`config.mk`:
```
export PLATFORM = sky130hd
export DESIGN_NAME = lnrs_yuv
export DESIGN_NICKNAME = d
export VERILOG_FILES = /design/src/rtl/lnrs_pkg.sv /design/src/rtl/lnrs_yuv.sv
export SDC_FILE = /design/constraint.sdc
export NUM_CORES = 1
export LEC_CHECK = 0
export BUFFER_PORTS_ARGS = -buffer_cell sky130_fd_sc_hd__buf_2
export CORE_MARGIN = 2
export CORE_UTILIZATION = 61
export DETAILED_ROUTE_END_ITERATION = 8
export GPL_TIMING_DRIVEN = 0
export PLACE_DENSITY = 0.88
export SLEW_MARGIN = 20
export SYNTH_ARGS = -nofsm -noshare
export SYNTH_HDL_FRONTEND = slang
export SYNTH_SLANG_ARGS = --single-unit
```
`constraint.sdc`:
```
create_clock -name aclk -period 6.6 [get_ports aclk]
set_clock_uncertainty 0.2 [all_clocks]
set_input_delay 0.33 -clock aclk [delete_from_list [all_inputs] [get_ports aclk]]
set_output_delay 0.33 -clock aclk [all_outputs]
set_load 0.01 [all_outputs]
```
`src/rtl/lnrs_pkg.sv`:
```
// ----------------------------------------------------------------------------
// lnrs_pkg
// Shared types and constants of the letterbox NV12 scaler and RGB converter.
// ----------------------------------------------------------------------------
package lnrs_pkg;

    localparam int MAX_DIMENSION = 4096;
    localparam int DIM_W         = 13;   // register and fitted-size width
    localparam int COORD_W       = 12;   // display coordinate width
    localparam int SRC_W         = 12;   // source column and row width
    localparam int PROD_W        = 26;   // product of two dimensions
    localparam int AREA_W        = 25;
    localparam int LIDX_W        = 24;
    localparam int CIDX_W        = 25;
    localparam int DIV_STEPS     = SRC_W;
    localparam int DIV_FIRST     = 3;    // stage of the first divide step
    localparam int NSTG          = DIV_FIRST + DIV_STEPS + 2;
    localparam int CFG_IDX_W     = 8;

    // Configuration register indexes.
    localparam logic [CFG_IDX_W-1:0] REG_SRC_WIDTH  = 8'd0;
    localparam logic [CFG_IDX_W-1:0] REG_SRC_HEIGHT = 8'd1;
    localparam logic [CFG_IDX_W-1:0] REG_DSP_WIDTH  = 8'd2;
    localparam logic [CFG_IDX_W-1:0] REG_DSP_HEIGHT = 8'd3;

    // Request kinds carried in tuser.
    localparam logic OP_MAP     = 1'b0;
    localparam logic OP_CONVERT = 1'b1;

    typedef logic [NSTG-1:0] stage_vec_t;

    // Fitted geometry; the user must keep it constant while items are in flight, as the block does not enforce this.
    typedef struct packed {
        logic               ready;
        logic               ok;
        logic [DIM_W-1:0]   sw;
        logic [DIM_W-1:0]   sh;
        logic [DIM_W-1:0]   scw;
        logic [DIM_W-1:0]   sch;
        logic [DIM_W-1:0]   ox;
        logic [DIM_W-1:0]   oy;
        logic [AREA_W-1:0]  area;
    } fit_t;

endpackage

```
`src/rtl/lnrs_yuv.sv`:
```
// ----------------------------------------------------------------------------
// lnrs_yuv
// BT.601 studio-range YUV to RGB conversion, timed to leave at the same
// stage as the mapping pipeline.
// ----------------------------------------------------------------------------
module lnrs_yuv import lnrs_pkg::*; (
    input  logic       aclk,
    input  stage_vec_t en,
    input  logic       op_in,
    input  logic [7:0] y_in,
    input  logic [7:0] u_in,
    input  logic [7:0] v_in,
    output logic [7:0] red,
    output logic [7:0] green,
    output logic [7:0] blue
);

    typedef struct packed {
        logic       op;
        logic [7:0] y;
        logic [7:0] u;
        logic [7:0] v;
    } yuv_t;

    localparam int DLY = NSTG - 2;

    yuv_t                dly_reg [DLY];
    logic                cvt_s15_reg;
    logic signed [19:0]  tc_s15_reg, rv_s15_reg, gu_s15_reg, gv_s15_reg, bu_s15_reg;
    logic [7:0]          r_s16_reg, g_s16_reg, b_s16_reg;
    logic signed [19:0]  c_s, u_s, v_s;

    function automatic logic [7:0] clamp8(input logic signed [19:0] s);
        logic signed [19:0] q;
        q = s >>> 8;
        if (q < 0)
            return 8'd0;
        else if (q > 20'sd255)
            return 8'd255;
        else
            return q[7:0];
    endfunction

    always_comb begin
        c_s = $signed({12'd0, dly_reg[DLY-1].y}) - 20'sd16;
        u_s = $signed({12'd0, dly_reg[DLY-1].u}) - 20'sd128;
        v_s = $signed({12'd0, dly_reg[DLY-1].v}) - 20'sd128;
    end

    always_ff @(posedge aclk) begin
        for (int k = 0; k < DLY; k++) begin
            if (en[k]) begin
                if (k == 0)
                    dly_reg[k] <= '{op: op_in, y: y_in, u: u_in, v: v_in};
                else
                    dly_reg[k] <= dly_reg[(k == 0) ? 0 : k-1];
            end
        end
        if (en[NSTG-2]) begin
            cvt_s15_reg <= (dly_reg[DLY-1].op == OP_CONVERT);
            tc_s15_reg  <= c_s * 20'sd298 + 20'sd128;
            rv_s15_reg  <= v_s * 20'sd409;
            gu_s15_reg  <= u_s * 20'sd100;
            gv_s15_reg  <= v_s * 20'sd208;
            bu_s15_reg  <= u_s * 20'sd516;
        end
        if (en[NSTG-1]) begin
            r_s16_reg <= cvt_s15_reg ? clamp8(tc_s15_reg + rv_s15_reg) : '0;
            g_s16_reg <= cvt_s15_reg ? clamp8(tc_s15_reg - gu_s15_reg - gv_s15_reg) : '0;
            b_s16_reg <= cvt_s15_reg ? clamp8(tc_s15_reg + bu_s15_reg) : '0;
        end
    end

    assign red   = r_s16_reg;
    assign green = g_s16_reg;
    assign blue  = b_s16_reg;

endmodule

```
==> impl_summary.log <==
INFO  metric buffer_ports.inserted = 66
INFO  metric fin_hold_ws = 0.0655 ns
INFO  metric initialDrtViolationCount = roughly 580
INFO  metric worstSetupStartpointType = flop
INFO  metric largest_register_ffs = 375
INFO  metric tritoncts_clock_tree = done
INFO  metric maxClockFrequency = 177 MHz
INFO  metric post_route_cells_drive_above_1_share = 9.92%
INFO  metric number_of_antenna_repair_diodes = 0
INFO  metric fill_cells = 2282
INFO  metric initial_core_util = 61.6%
INFO  metric leakagePower = 9.94 nW
INFO  metric post_synth_mux_area_share = less than 1%
INFO  metric postSynthRegisterBits = 480
INFO  metric finalSetupViolCount = 0
INFO  metric setup_slack = between 0.9 and 1 ns
INFO  metric synth-adder-area-share = between 10% and 20%
INFO  metric worstPathArrival = 5.78 ns
INFO  metric via_count = approximately 11000
INFO  metric final_max_slew_viol_count = 0
INFO  metric layout_commonest_cell = sky130_fd_sc_hd__edfxtp_1
INFO  metric die_ar = 0.0373 sq mm
INFO  metric chipWidth = 193 um
INFO  metric pin_count = 67
INFO  metric synth.net_count = 1695
INFO  metric setup_tns = 0 ns
INFO  metric ir_drop = 352 uV
INFO  metric placer_congestion = 0.869
INFO  metric hold_viol_final = 0
INFO  metric power_density = 386 mW/mm^2
INFO  metric final_design_area_no_fill = ~0.025 sq mm
INFO  metric netlist_instances = 1385
INFO  metric worst_hold_path_type = in -> reg
INFO  metric drt-pass1-iter-count = 4
INFO  metric post_synth_xor_area_fraction = 3.29%
INFO  metric min_period = 5.66 ns
INFO  metric post-dp-hpwl = roughly 25 mm
INFO  metric start_to_end_type_of_the_worst_setup_path = reg -> reg
INFO  metric flip_flop_cell_with_the_highest_count_after_synthesis = sky130_fd_sc_hd__edfxtp_1
INFO  metric synthToLayoutAreaGrowth = 12.4%
INFO  metric wl_per_cell = 18.3 um
INFO  metric cap_viol_max_count = 0
INFO  metric synth_top_family_by_area = adder cells
INFO  metric dp_cells = 1913
INFO  metric syn-mean-instance-area = 15.8 sq um
INFO  metric cts_post_setup_buffers_inserted = 0
INFO  metric tritoncts.num_buffers = 46
INFO  metric antenna_left = 0
INFO  metric synth_edf_count = 480
INFO  metric timing.max_slew.rel_slack = 33.3%
INFO  metric post-route-drc-count = 0
INFO  metric pre_cts_ws = between 0.9 and 1 ns
INFO  metric synth-async-reset-ratio = 0%
INFO  metric grt_util_all_layers = 20.7%
INFO  metric instances_no_fill = 2024
INFO  metric die_y = a little under 200 um
INFO  metric pin_count_of_the_biggest_net_entering_global_routing = 49
INFO  metric rows = approximately 70
INFO  metric cts_root_buf = sky130_fd_sc_hd__clkbuf_16
INFO  metric synthSimpleGateAreaFrac = about 4%
INFO  metric utilization = between 60 and 70%
INFO  metric grt.met2_usage = roughly two fifths
INFO  metric postPlaceCellArea = about 0.023 sq mm
INFO  metric cp_data_required_time = ~6.7 ns
INFO  metric synth.distinct_cells = 58
INFO  metric grt_pass1_wl = 58.8 mm
INFO  metric clock_tree.buffer_depth = 3
INFO  metric critical_path.max_fanout = 11
INFO  metric crit_path_end_kind = flop
INFO  metric drt_total_wl = 37.1 mm
INFO  metric layout_worst_path_cycle_share = 85.8%
INFO  metric cts_num_sinks = 480
INFO  metric initial_antenna_violation_count = 0
INFO  metric timing_worst_slew_pin_value = 0.985 ns
INFO  metric worst_skew_pair.late_latency = between 0.5 and 0.6 ns
INFO  metric ctsHtreeMaxLevel = 2
INFO  metric grt.met1_usage = between 20% and 30%
INFO  metric ys_seq_area_share = 66.1%
INFO  metric netlist_area_before_placement = 0.0218 sq mm
INFO  metric cts.clk_slew.worst_paths = 0.06 ns
INFO  metric synth_compound_area_share = between 6 and 7%
INFO  metric design.final.nets = roughly 1800
INFO  metric most-common-layout-cells = sky130_fd_sc_hd__edfxtp_1 (480), sky130_fd_sc_hd__ha_1 (213), sky130_fd_sc_hd__inv_1 (175), sky130_fd_sc_hd__buf_2 (65), sky130_fd_sc_hd__a21oi_1 (57)
INFO  metric grt_busiest_layer = met2
INFO  metric synth.yosys.warnings = 0
INFO  metric post_drt_via_cell_ratio = 5.51
INFO  metric rsz0062_at_grt = no
INFO  metric global_route.usage.met3 = 3.49%
INFO  metric area_inside_the_core_boundary = ~0.035 sq mm
INFO  metric outcome = finished clean
INFO  metric vias_in_the_first_global_route = 11590
INFO  metric grt-ovfl-total = 0
INFO  metric power.total = between 9 and 10 mW
==> per-layer routing <==
metal  up-vias  routed length [um]
met1      5471               14100
met5         -                   0
met2       241               20000
met4         0                1430
met3        71                1460
li1       5362                   -
==> final timing paths <==
path / start / endpoint / slack [ns] / cells after the start
setup / recovery: dly_reg[1][170] / tc_s15_reg[18] / 0.94 / 19
hold / removal: en[9] / dly_reg[1][46] / 0.07 / 1
setup reg to reg: dly_reg[1][170] / tc_s15_reg[18] / 0.94 / 19
hold reg to reg: dly_reg[1][136] / dly_reg[1][161] / 0.21 / 0
==> where the power goes <==
group / switching [mW] / internal (mW)
Sequential: 0.172 / 3.75
Combinational: 1.70 / 1.23
Clock: 1.17 / 1.44
Total: 3.05 / 6.42
==> Yosys cell counts (all sizes together) (4+ instances only) <==
library cell,n,area (sq um)
edfxtp,480,14400
ha,213,2670
inv,175,657
a21oi,57,285
xnor2,56,490
fa,54,1080
nor2,46,173
nand2,36,135
o21ai,26,138
xor2,26,228
a21o,21,158
nor3,17,85.1
o21a,16,120
nand3,15,75.1
o21bai,13,97.6
a211oi,10,75.1
o211ai,9,67.6
a31oi,8,65.1
and2,8,50.1
and3,8,50.1
nor2b,8,50.1
nor4,8,50.1
nand2b,7,43.8
nor3b,6,45.0
clkbuf,5,18.8
nand4,5,31.3
a211o,4,35.0
or3,4,25.0
==> what timing repair did <==
| item | 4_1_cts | 5_1_grt |
|---|---|---|
| endpoints found under the hold margin | 25 | 0 |
| gates resized for setup | 0 | 0 |
| hold buffers | 25 | 0 |
==> worst max-delay path: stages (launching register included) <==
cell and delay [ns]:
sky130_fd_sc_hd__edfxtp_1 0.42, sky130_fd_sc_hd__inv_1 0.19, sky130_fd_sc_hd__ha_1 0.23, sky130_fd_sc_hd__and2_1 0.13, sky130_fd_sc_hd__clkbuf_1 0.44, sky130_fd_sc_hd__ha_1 0.33
sky130_fd_sc_hd__ha_1 0.27, sky130_fd_sc_hd__inv_1 0.08, sky130_fd_sc_hd__fa_1 0.51, sky130_fd_sc_hd__fa_1 0.54, sky130_fd_sc_hd__inv_1 0.04, sky130_fd_sc_hd__ha_1 0.35
sky130_fd_sc_hd__nand3_1 0.13, sky130_fd_sc_hd__o2111ai_1 0.18, sky130_fd_sc_hd__and3_1 0.22, sky130_fd_sc_hd__or3_1 0.39, sky130_fd_sc_hd__a311oi_1 0.28, sky130_fd_sc_hd__nand2_1 0.12
sky130_fd_sc_hd__nor3b_1 0.24, sky130_fd_sc_hd__xnor2_1 0.09
==> area by class of cell <==
cell class	count	area, sq um	share of cell area, %
sequential	480	14400	58.8
clock inverter	36	340	1.39
tap	461	577	2.35
inverter	175	657	2.68
buffer	8	37.5	0.153
clock buffer	50	1190	4.84
timing repair buffer	92	603	2.46
multi-input combinational	722	6710	27.4
==> kinds of logic after synthesis <==
| group | Yosys count |
|---|---|
| XOR/XNOR | 82 |
| flip-flops | 480 |
| AO/OA/AOI/OAI | 194 |
| adder cells (fa/ha/maj) | 267 |
| buffers and inverters | 183 |
| AND/OR/NAND/NOR | 175 |
| multiplexers | 4 |
No activity file was read; power rests on OpenSTA's default activity.
