==> config.mk <==
export PLATFORM = sky130hd
export DESIGN_NAME = lnrs_fit
export DESIGN_NICKNAME = d
export VERILOG_FILES = /design/src/rtl/lnrs_pkg.sv /design/src/rtl/lnrs_fit.sv
export SDC_FILE = /design/constraint.sdc
export NUM_CORES = 2
export LEC_CHECK = 0
export BUFFER_PORTS_ARGS = -buffer_cell sky130_fd_sc_hd__buf_2
export CAP_MARGIN = 20
export CORE_MARGIN = 3
export CORE_UTILIZATION = 40
export DETAILED_ROUTE_END_ITERATION = 7
export SLEW_MARGIN = 20
export SYNTH_ARGS = -nofsm -noshare
export SYNTH_HDL_FRONTEND = slang
export SYNTH_SLANG_ARGS = --single-unit
==> constraint.sdc <==
create_clock -name aclk -period 17.9 [get_ports aclk]
set_input_delay 0 -clock aclk [delete_from_list [all_inputs] [get_ports aclk]]
set_output_delay 0 -clock aclk [all_outputs]
set_load 0.02 [all_outputs]
==> src/rtl/lnrs_pkg.sv <==
// ----------------------------------------------------------------------------
// lnrs_pkg
// Shared types and constants of the letterbox NV12 scaler and RGB converter.
// ----------------------------------------------------------------------------
package lnrs_pkg;

    localparam int MAX_DIMENSION = 4096;
    localparam int DIM_W         = 13;   // register and fitted-size width
    localparam int COORD_W       = 12;   // display coordinate width
    localparam int SRC_W         = 12;   // source column and row width
    localparam int PROD_W        = 26;   // product of two dimensions
    localparam int AREA_W        = 25;
    localparam int LIDX_W        = 24;
    localparam int CIDX_W        = 25;
    localparam int DIV_STEPS     = SRC_W;
    localparam int DIV_FIRST     = 3;    // stage of the first divide step
    localparam int NSTG          = DIV_FIRST + DIV_STEPS + 2;
    localparam int CFG_IDX_W     = 8;

    // Configuration register indexes.
    localparam logic [CFG_IDX_W-1:0] REG_SRC_WIDTH  = 8'd0;
    localparam logic [CFG_IDX_W-1:0] REG_SRC_HEIGHT = 8'd1;
    localparam logic [CFG_IDX_W-1:0] REG_DSP_WIDTH  = 8'd2;
    localparam logic [CFG_IDX_W-1:0] REG_DSP_HEIGHT = 8'd3;

    // Request kinds carried in tuser.
    localparam logic OP_MAP     = 1'b0;
    localparam logic OP_CONVERT = 1'b1;

    typedef logic [NSTG-1:0] stage_vec_t;

    // Fitted geometry; the user must keep it constant while items are in flight, as the block does not enforce this.
    typedef struct packed {
        logic               ready;
        logic               ok;
        logic [DIM_W-1:0]   sw;
        logic [DIM_W-1:0]   sh;
        logic [DIM_W-1:0]   scw;
        logic [DIM_W-1:0]   sch;
        logic [DIM_W-1:0]   ox;
        logic [DIM_W-1:0]   oy;
        logic [AREA_W-1:0]  area;
    } fit_t;

endpackage

==> src/rtl/lnrs_fit.sv <==
// ----------------------------------------------------------------------------
// lnrs_fit
// Configuration registers and the sequencer that works out the fitted picture
// size, centring offsets and luma plane size with a shared radix-2 divider.
// ----------------------------------------------------------------------------
module lnrs_fit import lnrs_pkg::*; (
    input  logic                 aclk,
    input  logic                 aresetn,
    input  logic                 cfg_valid,
    output logic                 cfg_ready,
    input  logic [CFG_IDX_W-1:0] cfg_index,
    input  logic [DIM_W-1:0]     cfg_data,
    output fit_t                 fit
);

    localparam logic [1:0] ST_START = 2'd0;
    localparam logic [1:0] ST_DIV   = 2'd1;
    localparam logic [1:0] ST_FIN   = 2'd2;
    localparam logic [1:0] ST_IDLE  = 2'd3;
    localparam logic [4:0] CNT_LAST = 5'(PROD_W - 1);

    logic [1:0]        state_reg;
    logic [DIM_W-1:0]  sw_reg, sh_reg, dw_reg, dh_reg;
    logic [DIM_W-1:0]  scw_reg, sch_reg, ox_reg, oy_reg;
    logic [AREA_W-1:0] area_reg;
    logic              ok_reg, phase_reg;
    logic [PROD_W-1:0] n_reg, n_next;
    logic [DIM_W-1:0]  r_reg, r_next, d_reg;
    logic [4:0]        cnt_reg;
    logic [DIM_W:0]    rs;
    logic              ge;

    assign cfg_ready = 1'b1;

    // One quotient bit per cycle; the quotient shifts in behind the dividend.
    always_comb begin
        rs     = {r_reg, n_reg[PROD_W-1]};
        ge     = rs >= {1'b0, d_reg};
        r_next = ge ? DIM_W'(rs - {1'b0, d_reg}) : rs[DIM_W-1:0];
        n_next = {n_reg[PROD_W-2:0], ge};
    end

    always_ff @(posedge aclk) begin
        if (!aresetn) begin
            state_reg <= ST_START;
            sw_reg    <= 13'd1920;
            sh_reg    <= 13'd1080;
            dw_reg    <= 13'd1920;
            dh_reg    <= 13'd1080;
        end else if (cfg_valid) begin
            case (cfg_index)
                REG_SRC_WIDTH:  sw_reg <= cfg_data;
                REG_SRC_HEIGHT: sh_reg <= cfg_data;
                REG_DSP_WIDTH:  dw_reg <= cfg_data;
                REG_DSP_HEIGHT: dh_reg <= cfg_data;
                default: ;
            endcase
            state_reg <= ST_START;
        end else begin
            case (state_reg)
                ST_START: begin
                    ok_reg    <= (sw_reg != '0) && (sh_reg != '0)
                                 && (sw_reg <= DIM_W'(MAX_DIMENSION))
                                 && (sh_reg <= DIM_W'(MAX_DIMENSION));
                    n_reg     <= PROD_W'(dw_reg * sh_reg);
                    d_reg     <= sw_reg;
                    r_reg     <= '0;
                    cnt_reg   <= '0;
                    phase_reg <= 1'b0;
                    state_reg <= ST_DIV;
                end
                ST_DIV: begin
                    r_reg   <= r_next;
                    n_reg   <= n_next;
                    cnt_reg <= cnt_reg + 5'd1;
                    if (cnt_reg == CNT_LAST) begin
                        if (!phase_reg) begin
                            if (n_next > PROD_W'(dh_reg)) begin
                                // Height-limited: fit the width to the display height.
                                sch_reg   <= dh_reg;
                                n_reg     <= PROD_W'(dh_reg * sw_reg);
                                d_reg     <= sh_reg;
                                r_reg     <= '0;
                                cnt_reg   <= '0;
                                phase_reg <= 1'b1;
                            end else begin
                                scw_reg   <= dw_reg;
                                sch_reg   <= n_next[DIM_W-1:0];
                                state_reg <= ST_FIN;
                            end
                        end else begin
                            scw_reg   <= n_next[DIM_W-1:0];
                            state_reg <= ST_FIN;
                        end
                    end
                end
                ST_FIN: begin
                    ox_reg    <= DIM_W'((dw_reg - scw_reg) >> 1);
                    oy_reg    <= DIM_W'((dh_reg - sch_reg) >> 1);
                    area_reg  <= AREA_W'(sw_reg * sh_reg);
                    state_reg <= ST_IDLE;
                end
                default: ;
            endcase
        end
    end

    always_comb begin
        fit.ready = (state_reg == ST_IDLE);
        fit.ok    = ok_reg;
        fit.sw    = sw_reg;
        fit.sh    = sh_reg;
        fit.scw   = scw_reg;
        fit.sch   = sch_reg;
        fit.ox    = ox_reg;
        fit.oy    = oy_reg;
        fit.area  = area_reg;
    end

endmodule

==> summary.txt <==
cell count of the worst reg-to-reg path: 19
Reg2Reg Launch Point: sw_reg[6]
combinational power share: 10.1%
Layout Skew: 0.01532 ns
DR vias: 19,540
area grow syn2layout: 8.590%
Max Root-Sink Buffers: 2
Gates resized, CTS repair: 0
worst-margin pin slew: 1.017 ns
Site Rows: 92
CTS H-tree lvls: 4
CP Class: reg2reg
total global-route track usage: 22.30%
placed cell area: 0.02748 mm^2
CP Capture Type: flip-flop
Final setup viols: 0
Routed WL per cell: 19.88 um
RSZ-0062 raised after global routing: false
Avg Cell Area, Syn: 9.307 um^2
Synth area leader: fa_1
Int Pwr: 705.3 uW
largest net degree at the start of global routing: 55
synthesis-stage register bit count: 188
Final period util: 35.93%
clock sinks: 188
ANT cells: 0
post-synthesis instance area: 0.02598 mm^2
ranking of synthesized cells by area: fa_1 (28%), edfxtp_1 (15%), ha_1 (13%)
power density cells: 34.70 mW/mm^2
setup TNS: 0 ns
DRC: 0
initial cell density of the core: 40.82%
crit-path max cell delay: 0.85 ns
CTS tree: done
Reg2Reg Setup Slack: 11.47 ns
worst skew pair latency: 0.51 ns
fin area: 0.02822 mm^2
maxcap violations: 0
worst vdd ir: 0.05682 mV
fin crit period: 6.431 ns
number of flip-flops in the largest register: 26
Worst Path Required: 18.16 ns
Routed Wire Length: 73.84 mm
Post-synth top flop: edfxtp_1
Die X: 260.9 um
CP Max Fanout: 17
Pins Over Slew Limit: 0
post-route antenna net violation count: 0
fin nets: 3,510
EDFF count, synth: 134
input/output buffers: 126
Hold Fails Final Rpt: 0
critical-path cell list: buf_4, nand2_1, fa_1, inv_1, fa_1, inv_1, fa_1, inv_1, fa_1, fa_1, ha_1, nor4_1, o211ai_1, a31oi_1, o21ai_0, a211oi_1, o221ai_1, a21oi_1, xnor2_1
Ys Warns: 0
fraction of layout cells with a size suffix above 1: 8.717%
hold_ws: 0.1018 ns
Vias/cell: 5.260
TritonRoute pass-1 iters: 8
DR iter-0 viols: 1,456
routability cong.: 0.9036
HPWL after DPL: 56.48 mm
Yosys top cell area share: 28.12%
CTS root buf: clkbuf_16
WHS Path Cells: 5
core area: 0.06366 mm^2
Peak Freq: 155.5 MHz
Placed Instances: 3,667
sw frac: 27.96%
DIE AREA: 0.06806 mm^2
library cells used by synthesis: 80
IO Pins: 130
Hold WC Path Type: in2reg
status: finished clean
sequential-to-total area share from yosys stat: 19.65%
cts bufs inserted: 17
max_slew headroom: 32.22%
hold path endpoint: sw_reg[8]
initial antenna violation count: 3
first-pass GRT wire length: 115.9 mm
CP dominant cell by count: fa_1
sequential group share of total power: 49.3%
worst setup margin: 11.47 ns
fin cells: 3,714
pre-CTS setup slack: 11.49 ns
ys async rst share: 0%
Psw: 273.8 uW
hold_sp: cfg_index[0]
vias in the first global route: 20,470
Mapped Cells: 2,792
Reg clk slew, reported paths: 0.08 ns
GR Overflow Total: 0
Startpoint Class: flip-flop
CP arrival: 6.69 ns
Die Height: 260.9 um
CP max stage cell: dfxtp_1
leak pwr: 13.83 nW
worst flop-to-flop path endpoint: area_reg[23]
part of the power in the clock network: 40.7%
synthesized netlist by cell type, types with 7 or more instances:
cell,n
a211oi_1,13
a21o_1,29
a21oi_1,84
a31oi_1,17
and2_1,233
and3_1,7
buf_1,7
clkbuf_1,122
dfxtp_1,54
edfxtp_1,134
fa_1,365
ha_1,266
inv_1,535
mux2_2,26
mux2i_1,68
nand2_1,363
nand3_1,22
nand4_1,7
nor2_1,73
nor2b_1,55
nor3_1,18
nor4_1,14
o211ai_1,13
o21a_1,7
o21ai_0,58
o21bai_1,10
xnor2_1,61
xor2_1,29
kinds of logic after synthesis:
family / share of synthesized area (%)
other: 0.02890
AOI/OAI and AO/OA: 6.890
and+or+nand+nor: 15.86
adders and majority gates: 40.93
buffers and inverters: 9.866
DFF: 19.65
xor gates and xnor gates: 3.033
muxes: 3.746
power groups by stage:
stage	combinational, mW	clock (mW)	sequential [mW]
6_report	0.0986	0.398	0.482
5_1_grt	0.109	0.419	0.483
4_1_cts	0.0983	0.407	0.482
3_5_place_dp	0.0953	0	0.492
3_3_place_gp	0.0929	0	0.492
2_1_floorplan	0.0672	0	0.488
cell usage in the layout, fill, tap and decap left out, types with 22 or more instances in the layout:
cell type / n
a21oi_1: 84
nand3_1: 22
inv_1: 535
fa_1: 365
and2_1: 232
buf_4: 42
nand2_1: 363
edfxtp_1: 134
o21ai_0: 57
xnor2_1: 61
nor2_1: 72
nor2b_1: 55
mux2i_1: 68
dfxtp_1: 52
buf_2: 126
ha_1: 265
xor2_1: 29
a21o_1: 29
mux2_2: 26
metal layers:
metal / wire length (um) / up-vias / part of all wire, % / global-route usage (%)
met5: 0 / - / 0 / 0
met4: 2507 / 0 / 3.4 / 7.634
met3: 4965 / 154 / 6.7 / 3.717
met2: 34740 / 726 / 47 / 36.32
met1: 31630 / 9767 / 43 / 30.11
li1: - / 8888 / - / -
critical path, delay by kind of cell (launching register included):
kind / cells / cell delay [ns]
adders and majority gates: 6 / 2.67
AOI/OAI and AO/OA: 6 / 1.64
DFF: 1 / 0.85
buffers and inverters: 4 / 0.51
and+or+nand+nor: 2 / 0.42
xor gates and xnor gates: 1 / 0.08
per-stage QoR:
step	utilization [%]	total power, mW
3_5_place_dp	43.16	0.5874
3_3_place_gp	43.15	0.5848
6_report	44.33	0.9791
2_1_floorplan	-	0.5552
5_1_grt	44.33	1.012
4_1_cts	44.30	0.9877
how the worst max path moves through the flow:
stage | start | endpoint | slack, ns | cells past startpoint
after floorplan | sw_reg[7] | n_reg[18] | 12.13 | 19
after global placement | sw_reg[7] | area_reg[23] | 11.66 | 19
after detailed placement | sw_reg[7] | area_reg[23] | 11.49 | 19
after CTS | sw_reg[7] | area_reg[23] | 11.50 | 19
after global routing | sw_reg[7] | area_reg[23] | 11.10 | 19
final | sw_reg[6] | area_reg[23] | 11.47 | 19
layout make-up:
class / instances / area (um^2)
clock buffers: 20 / 457.9
well taps: 846 / 1059
repair buffers: 183 / 1106
multi-input cells: 1929 / 18350
clock inverters: 12 / 123.9
fillers: 6135 / 35440
inverters: 536 / 2012
flip-flops and latches: 188 / 5107
what timing repair did:
item                                   in CTS  in global routing
hold buffers                               14                  0
setup buffers                               0                  0
endpoints found under the hold margin      55                  0
Note: power is estimated with default switching activity, not from simulation.
