`config.mk`:
```
export PLATFORM = sky130hd
export DESIGN_NAME = lnrs_map
export DESIGN_NICKNAME = d
export VERILOG_FILES = /design/src/rtl/lnrs_pkg.sv /design/src/rtl/lnrs_map.sv
export SDC_FILE = /design/constraint.sdc
export NUM_CORES = 2
export LEC_CHECK = 0
export BUFFER_PORTS_ARGS = -buffer_cell sky130_fd_sc_hd__buf_2
export CAP_MARGIN = 5
export CORE_MARGIN = 3
export CORE_UTILIZATION = 60
export DETAILED_ROUTE_END_ITERATION = 10
export HOLD_SLACK_MARGIN = 0.03
export PLACE_DENSITY = 0.77
export SETUP_SLACK_MARGIN = 0.5
export SYNTH_ARGS = -nofsm -noshare
export SYNTH_HDL_FRONTEND = slang
export SYNTH_SLANG_ARGS = --single-unit
```
`constraint.sdc`:
```
create_clock -name aclk -period 19.1 [get_ports aclk]
set_clock_uncertainty 0.2 [all_clocks]
set_input_delay 3.82 -clock aclk [delete_from_list [all_inputs] [get_ports aclk]]
set_output_delay 3.82 -clock aclk [all_outputs]
set_load 0.1 [all_outputs]
```
`src/rtl/lnrs_pkg.sv`:
```
// ----------------------------------------------------------------------------
// lnrs_pkg
// Shared types and constants of the letterbox NV12 scaler and RGB converter.
// ----------------------------------------------------------------------------
package lnrs_pkg;

    localparam int MAX_DIMENSION = 4096;
    localparam int DIM_W         = 13;   // register and fitted-size width
    localparam int COORD_W       = 12;   // display coordinate width
    localparam int SRC_W         = 12;   // source column and row width
    localparam int PROD_W        = 26;   // product of two dimensions
    localparam int AREA_W        = 25;
    localparam int LIDX_W        = 24;
    localparam int CIDX_W        = 25;
    localparam int DIV_STEPS     = SRC_W;
    localparam int DIV_FIRST     = 3;    // stage of the first divide step
    localparam int NSTG          = DIV_FIRST + DIV_STEPS + 2;
    localparam int CFG_IDX_W     = 8;

    // Configuration register indexes.
    localparam logic [CFG_IDX_W-1:0] REG_SRC_WIDTH  = 8'd0;
    localparam logic [CFG_IDX_W-1:0] REG_SRC_HEIGHT = 8'd1;
    localparam logic [CFG_IDX_W-1:0] REG_DSP_WIDTH  = 8'd2;
    localparam logic [CFG_IDX_W-1:0] REG_DSP_HEIGHT = 8'd3;

    // Request kinds carried in tuser.
    localparam logic OP_MAP     = 1'b0;
    localparam logic OP_CONVERT = 1'b1;

    typedef logic [NSTG-1:0] stage_vec_t;

    // Fitted geometry; the user must keep it constant while items are in flight, as the block does not enforce this.
    typedef struct packed {
        logic               ready;
        logic               ok;
        logic [DIM_W-1:0]   sw;
        logic [DIM_W-1:0]   sh;
        logic [DIM_W-1:0]   scw;
        logic [DIM_W-1:0]   sch;
        logic [DIM_W-1:0]   ox;
        logic [DIM_W-1:0]   oy;
        logic [AREA_W-1:0]  area;
    } fit_t;

endpackage

```
`src/rtl/lnrs_map.sv`:
```
// ----------------------------------------------------------------------------
// lnrs_map
// Display-to-source mapping pipeline: offset and bounds test, scaling
// products, one divide step per stage, then the NV12 byte indices.
// ----------------------------------------------------------------------------
module lnrs_map import lnrs_pkg::*; (
    input  logic               aclk,
    input  stage_vec_t         en,
    input  fit_t               fit,
    input  logic               op_in,
    input  logic [COORD_W-1:0] px_in,
    input  logic [COORD_W-1:0] py_in,
    output logic               inside_res,
    output logic [LIDX_W-1:0]  luma_index,
    output logic [CIDX_W-1:0]  chroma_index
);

    logic               op_s0_reg;
    logic [COORD_W-1:0] px_s0_reg, py_s0_reg;
    logic               keep_s1_reg;
    logic [DIM_W-1:0]   rx_s1_reg, ry_s1_reg;
    logic               keep_s2_reg;
    logic [PROD_W-1:0]  nx_s2_reg, ny_s2_reg;

    logic               keep_reg [DIV_STEPS];
    logic [PROD_W-1:0]  remx_reg [DIV_STEPS];
    logic [PROD_W-1:0]  remy_reg [DIV_STEPS];
    logic [SRC_W-1:0]   qx_reg   [DIV_STEPS];
    logic [SRC_W-1:0]   qy_reg   [DIV_STEPS];
    logic [PROD_W-1:0]  remx_next [DIV_STEPS];
    logic [PROD_W-1:0]  remy_next [DIV_STEPS];
    logic [SRC_W-1:0]   qx_next   [DIV_STEPS];
    logic [SRC_W-1:0]   qy_next   [DIV_STEPS];

    logic               keep_s15_reg;
    logic [SRC_W-1:0]   sx_s15_reg;
    logic [AREA_W-1:0]  lp_s15_reg;
    logic [LIDX_W-1:0]  cp_s15_reg;
    logic               inside_s16_reg;
    logic [LIDX_W-1:0]  lidx_s16_reg;
    logic [CIDX_W-1:0]  cidx_s16_reg;

    logic               in_x, in_y;

    always_comb begin
        in_x = ({1'b0, px_s0_reg} >= fit.ox)
               && ({2'b0, px_s0_reg} < ({1'b0, fit.ox} + {1'b0, fit.scw}));
        in_y = ({1'b0, py_s0_reg} >= fit.oy)
               && ({2'b0, py_s0_reg} < ({1'b0, fit.oy} + {1'b0, fit.sch}));
    end

    // Restoring division with the divisor pre-shifted; the quotient is known
    // to stay below the source size, so twelve steps suffice.
    always_comb begin
        for (int k = 0; k < DIV_STEPS; k++) begin
            logic [PROD_W-1:0] src_x, src_y, trial_x, trial_y;
            logic [SRC_W-1:0]  sq_x, sq_y, bit_k;
            src_x   = (k == 0) ? nx_s2_reg : remx_reg[(k == 0) ? 0 : k-1];
            src_y   = (k == 0) ? ny_s2_reg : remy_reg[(k == 0) ? 0 : k-1];
            sq_x    = (k == 0) ? '0 : qx_reg[(k == 0) ? 0 : k-1];
            sq_y    = (k == 0) ? '0 : qy_reg[(k == 0) ? 0 : k-1];
            trial_x = PROD_W'(fit.scw) << (DIV_STEPS - 1 - k);
            trial_y = PROD_W'(fit.sch) << (DIV_STEPS - 1 - k);
            bit_k   = SRC_W'(1) << (DIV_STEPS - 1 - k);
            if (src_x >= trial_x) begin
                remx_next[k] = src_x - trial_x;
                qx_next[k]   = sq_x | bit_k;
            end else begin
                remx_next[k] = src_x;
                qx_next[k]   = sq_x;
            end
            if (src_y >= trial_y) begin
                remy_next[k] = src_y - trial_y;
                qy_next[k]   = sq_y | bit_k;
            end else begin
                remy_next[k] = src_y;
                qy_next[k]   = sq_y;
            end
        end
    end

    always_ff @(posedge aclk) begin
        if (en[0]) begin
            op_s0_reg <= op_in;
            px_s0_reg <= px_in;
            py_s0_reg <= py_in;
        end
        if (en[1]) begin
            keep_s1_reg <= (op_s0_reg == OP_MAP) && fit.ok && in_x && in_y;
            rx_s1_reg   <= DIM_W'({1'b0, px_s0_reg} - fit.ox);
            ry_s1_reg   <= DIM_W'({1'b0, py_s0_reg} - fit.oy);
        end
        if (en[2]) begin
            keep_s2_reg <= keep_s1_reg;
            nx_s2_reg   <= PROD_W'(rx_s1_reg * fit.sw);
            ny_s2_reg   <= PROD_W'(ry_s1_reg * fit.sh);
        end
        for (int k = 0; k < DIV_STEPS; k++) begin
            if (en[DIV_FIRST + k]) begin
                keep_reg[k] <= (k == 0) ? keep_s2_reg : keep_reg[(k == 0) ? 0 : k-1];
                remx_reg[k] <= remx_next[k];
                remy_reg[k] <= remy_next[k];
                qx_reg[k]   <= qx_next[k];
                qy_reg[k]   <= qy_next[k];
            end
        end
        if (en[NSTG-2]) begin
            keep_s15_reg <= keep_reg[DIV_STEPS-1];
            sx_s15_reg   <= qx_reg[DIV_STEPS-1];
            lp_s15_reg   <= AREA_W'(qy_reg[DIV_STEPS-1] * fit.sw);
            cp_s15_reg   <= LIDX_W'(qy_reg[DIV_STEPS-1][SRC_W-1:1] * fit.sw);
        end
        if (en[NSTG-1]) begin
            inside_s16_reg <= keep_s15_reg;
            lidx_s16_reg   <= keep_s15_reg ? LIDX_W'(lp_s15_reg + AREA_W'(sx_s15_reg)) : '0;
            cidx_s16_reg   <= keep_s15_reg
                              ? CIDX_W'(fit.area + CIDX_W'(cp_s15_reg)
                                        + CIDX_W'({sx_s15_reg[SRC_W-1:1], 1'b0}))
                              : '0;
        end
    end

    assign inside_res   = inside_s16_reg;
    assign luma_index   = lidx_s16_reg;
    assign chroma_index = cidx_s16_reg;

endmodule

```
==> reports/results.ini <==
[status]
status = finished, final reports clean

[logic_synthesis]
synth_nets = 7961
ys_seq_area_share_pct = 39.9
synth_seq_cells = 956
avgSynthCellArea_sq_um = 10.7
syn_area_sq_um = 71900
yosys_warnings = 0
async_flop_share_pct = 0
ys_types = 83
ys.flop_type = edfxtp_1
synth_edf_count = 956
synth_cells = 6733

[detailed_routing]
post_drt_wl_per_cell_um = 18.1
num_vias = 50300
firstDrtPassIters = 5
drc = 0
detail-route-antenna-nets = 0
wl_mm = 156
initialDrtViolationCount = 3095
vias_per_cell = 5.84

[cts]
postCtsSetupRepairBufs = 0
cts_tree = built
cts_sinks = 956
path_clk_slew_ps = 60
numCtsBuffers = 103
clk_path_buf_depth = 3
cts_hold_buf = 0
insertion_delay_ps = 700
htreeDepth = 3
cts_root_buffer = clkbuf_16
ctsResizeCount = 0

[critical_path]
r2r_slack_ps = 12580
reg2reg_to = ny_s2_reg[24]
endpoint = ny_s2_reg[24]
ff2ff_path_depth = 18
end_kind = flop
worstPathMaxFanout = 13
crit_required_ps = 19350
worst_r2r_startpoint = ry_s1_reg[8]
setup.worst_path.start_class = primary input
setup.worst_path.start = fit[78]
crit_type = primary input to flop
arrival_ps = 9370

[sta]
hold_violations = 0
setup_ws_ps = 9980
drv_slew = 0
setup-tns-final_ps = 0
rsz0062_at_grt = no
fmax_mhz = 110
period_share_pct = 47.8
slew_headroom_pct = 24.7
finalCriticalPeriod_ps = 9120
tightest_slew_ps = 1130
setup_viol = 0

[global_routing]
grt_pass1_vias = 51200
grtUsageTotal_pct = 25.1
antenna_found_initial = 2
grt_pass1_wl_mm = 256
grt_overflow = 0
grt_max_degree = 76

[min_path]
hp-class = flop to flop

[layout]
nNetsFinal = 8156
area_growth_pct = 8.64
fillers = 8904
multi_input_area_sq_um = 39700
drive_gt1_share_pct = 7.93
final_common_cell = edfxtp_1
layout_common_cells = 956 x edfxtp_1, 778 x inv_1, 660 x ha_1
regArea_sq_um = 28700

[pwr]
p_per_area_nw_per_um2 = 182
ir_worst_vdd_mv = 0.357
p_leak_uw = 0.0329

[placement]
portBuffers = 196
place_congestion = 0.933
post-place-ws_ps = 9250
dp_hpwl_mm = 119

[floorplanning]
fp.dieW_um = 352
ioPinCount = 198
dieArea_sq_um = 124000
initial_core_util_pct = 60.7
fp.coreArea_sq_um = 118000
die_height_um = 352
std_cell_rows = 126

[flow_run]
max_cap_violations = 0

==> Yosys cell counts (all sizes together), types with 26 or more instances <==
library cell  instances  area [sq um]
a211oi               55           413
a21o                145          1090
a21oi               377          1890
a31oi                28           175
and2                252          1580
and3                 34           213
clkbuf              133           499
edfxtp              956         28700
fa                  420          8410
ha                  660          8260
inv                 779          2920
mux2                 85           957
nand2               543          2040
nand2b               70           438
nand3                92           460
nand4                65           407
nor2                398          1500
nor2b                90           563
nor3                139           696
nor4                 85           538
nor4b                26           228
o211ai               28           210
o21a                 66           495
o21ai               270          1350
o21bai               38           285
o31ai                42           315
or2                  43           269
or3                  53           332
xnor2               283          2480
xor2                189          1660
==> stage by stage <==
step	instances	total power [uW]	area [sq um]	hold WS, ps	utilization [%]
global placement	8423	11900	74600	201	63.0
detailed placement	8423	12100	74600	205	63.0
floorplan	6733	10300	71900	200	-
finish	8614	14200	78100	207	65.9
CTS	8612	14300	78100	210	65.9
global route	8613	15500	78100	214	65.9
==> cells by family (layout without fill, tap and decap cells) <==
group                      count (synthesis)  in the layout  synth area share (%)
DFF                                      956            956                  39.9
AOI/OAI and AO/OA                       1214           1214                  10.7
buffers and inverters                    925           1204                  4.88
other                                      0              2                     0
xor gates and xnor gates                 472            472                  5.75
muxes                                    106            106                  1.62
adders and majority gates               1080           1080                  23.2
and+or+nand+nor                         1980           1980                  13.9
==> final cells by class <==
class                           count  share of cell area (%)
Antenna cell                        2                 0.00641
Clock inverter                     69                    1.06
Sequential cell                   956                    36.8
Clock buffer                      120                    3.38
Inverter                          780                    3.75
Tap cell                         1600                    2.56
Multi-Input combinational cell   4852                    50.8
Timing Repair Buffer              235                    1.65
==> report_power, final <==
group / internal, uW / switching, uW
logic: 3600 / 4710
registers: 3470 / 431
clock network: 1180 / 852
==> layer usage <==
layer,wire (um),global-route usage [%]
met3,6920,2.94
met2,77900,44.8
met4,6000,9.43
met5,0,0
met1,64900,31.4
==> critical path, stage by stage <==
cell       delay (ps)
buf_2             190
and2_1            220
fa_1              540
inv_1              50
fa_1              480
inv_1              50
fa_1              490
fa_1              560
inv_1              50
fa_1              470
inv_1              40
ha_1              220
or4_1             530
o22ai_1           370
o31ai_1           210
o41ai_1           450
o2111ai_1         240
o31ai_1           280
xnor2_1           100
==> worst min path at each step <==
stage	startpoint	endpoint	slack, ps	depth (start not counted)
2_1_floorplan	keep_s2_reg	keep_reg[0]	200	0
3_3_place_gp	qy_reg[0][46]	qy_reg[1][10]	200	0
3_5_place_dp	keep_reg[2]	keep_reg[3]	200	0
4_1_cts	qx_reg[8][4]	qx_reg[9][4]	210	0
5_1_grt	qy_reg[1][18]	qy_reg[1][30]	210	0
6_report	qx_reg[8][4]	qx_reg[9][4]	210	0
Note: power is estimated with default switching activity, not from simulation.
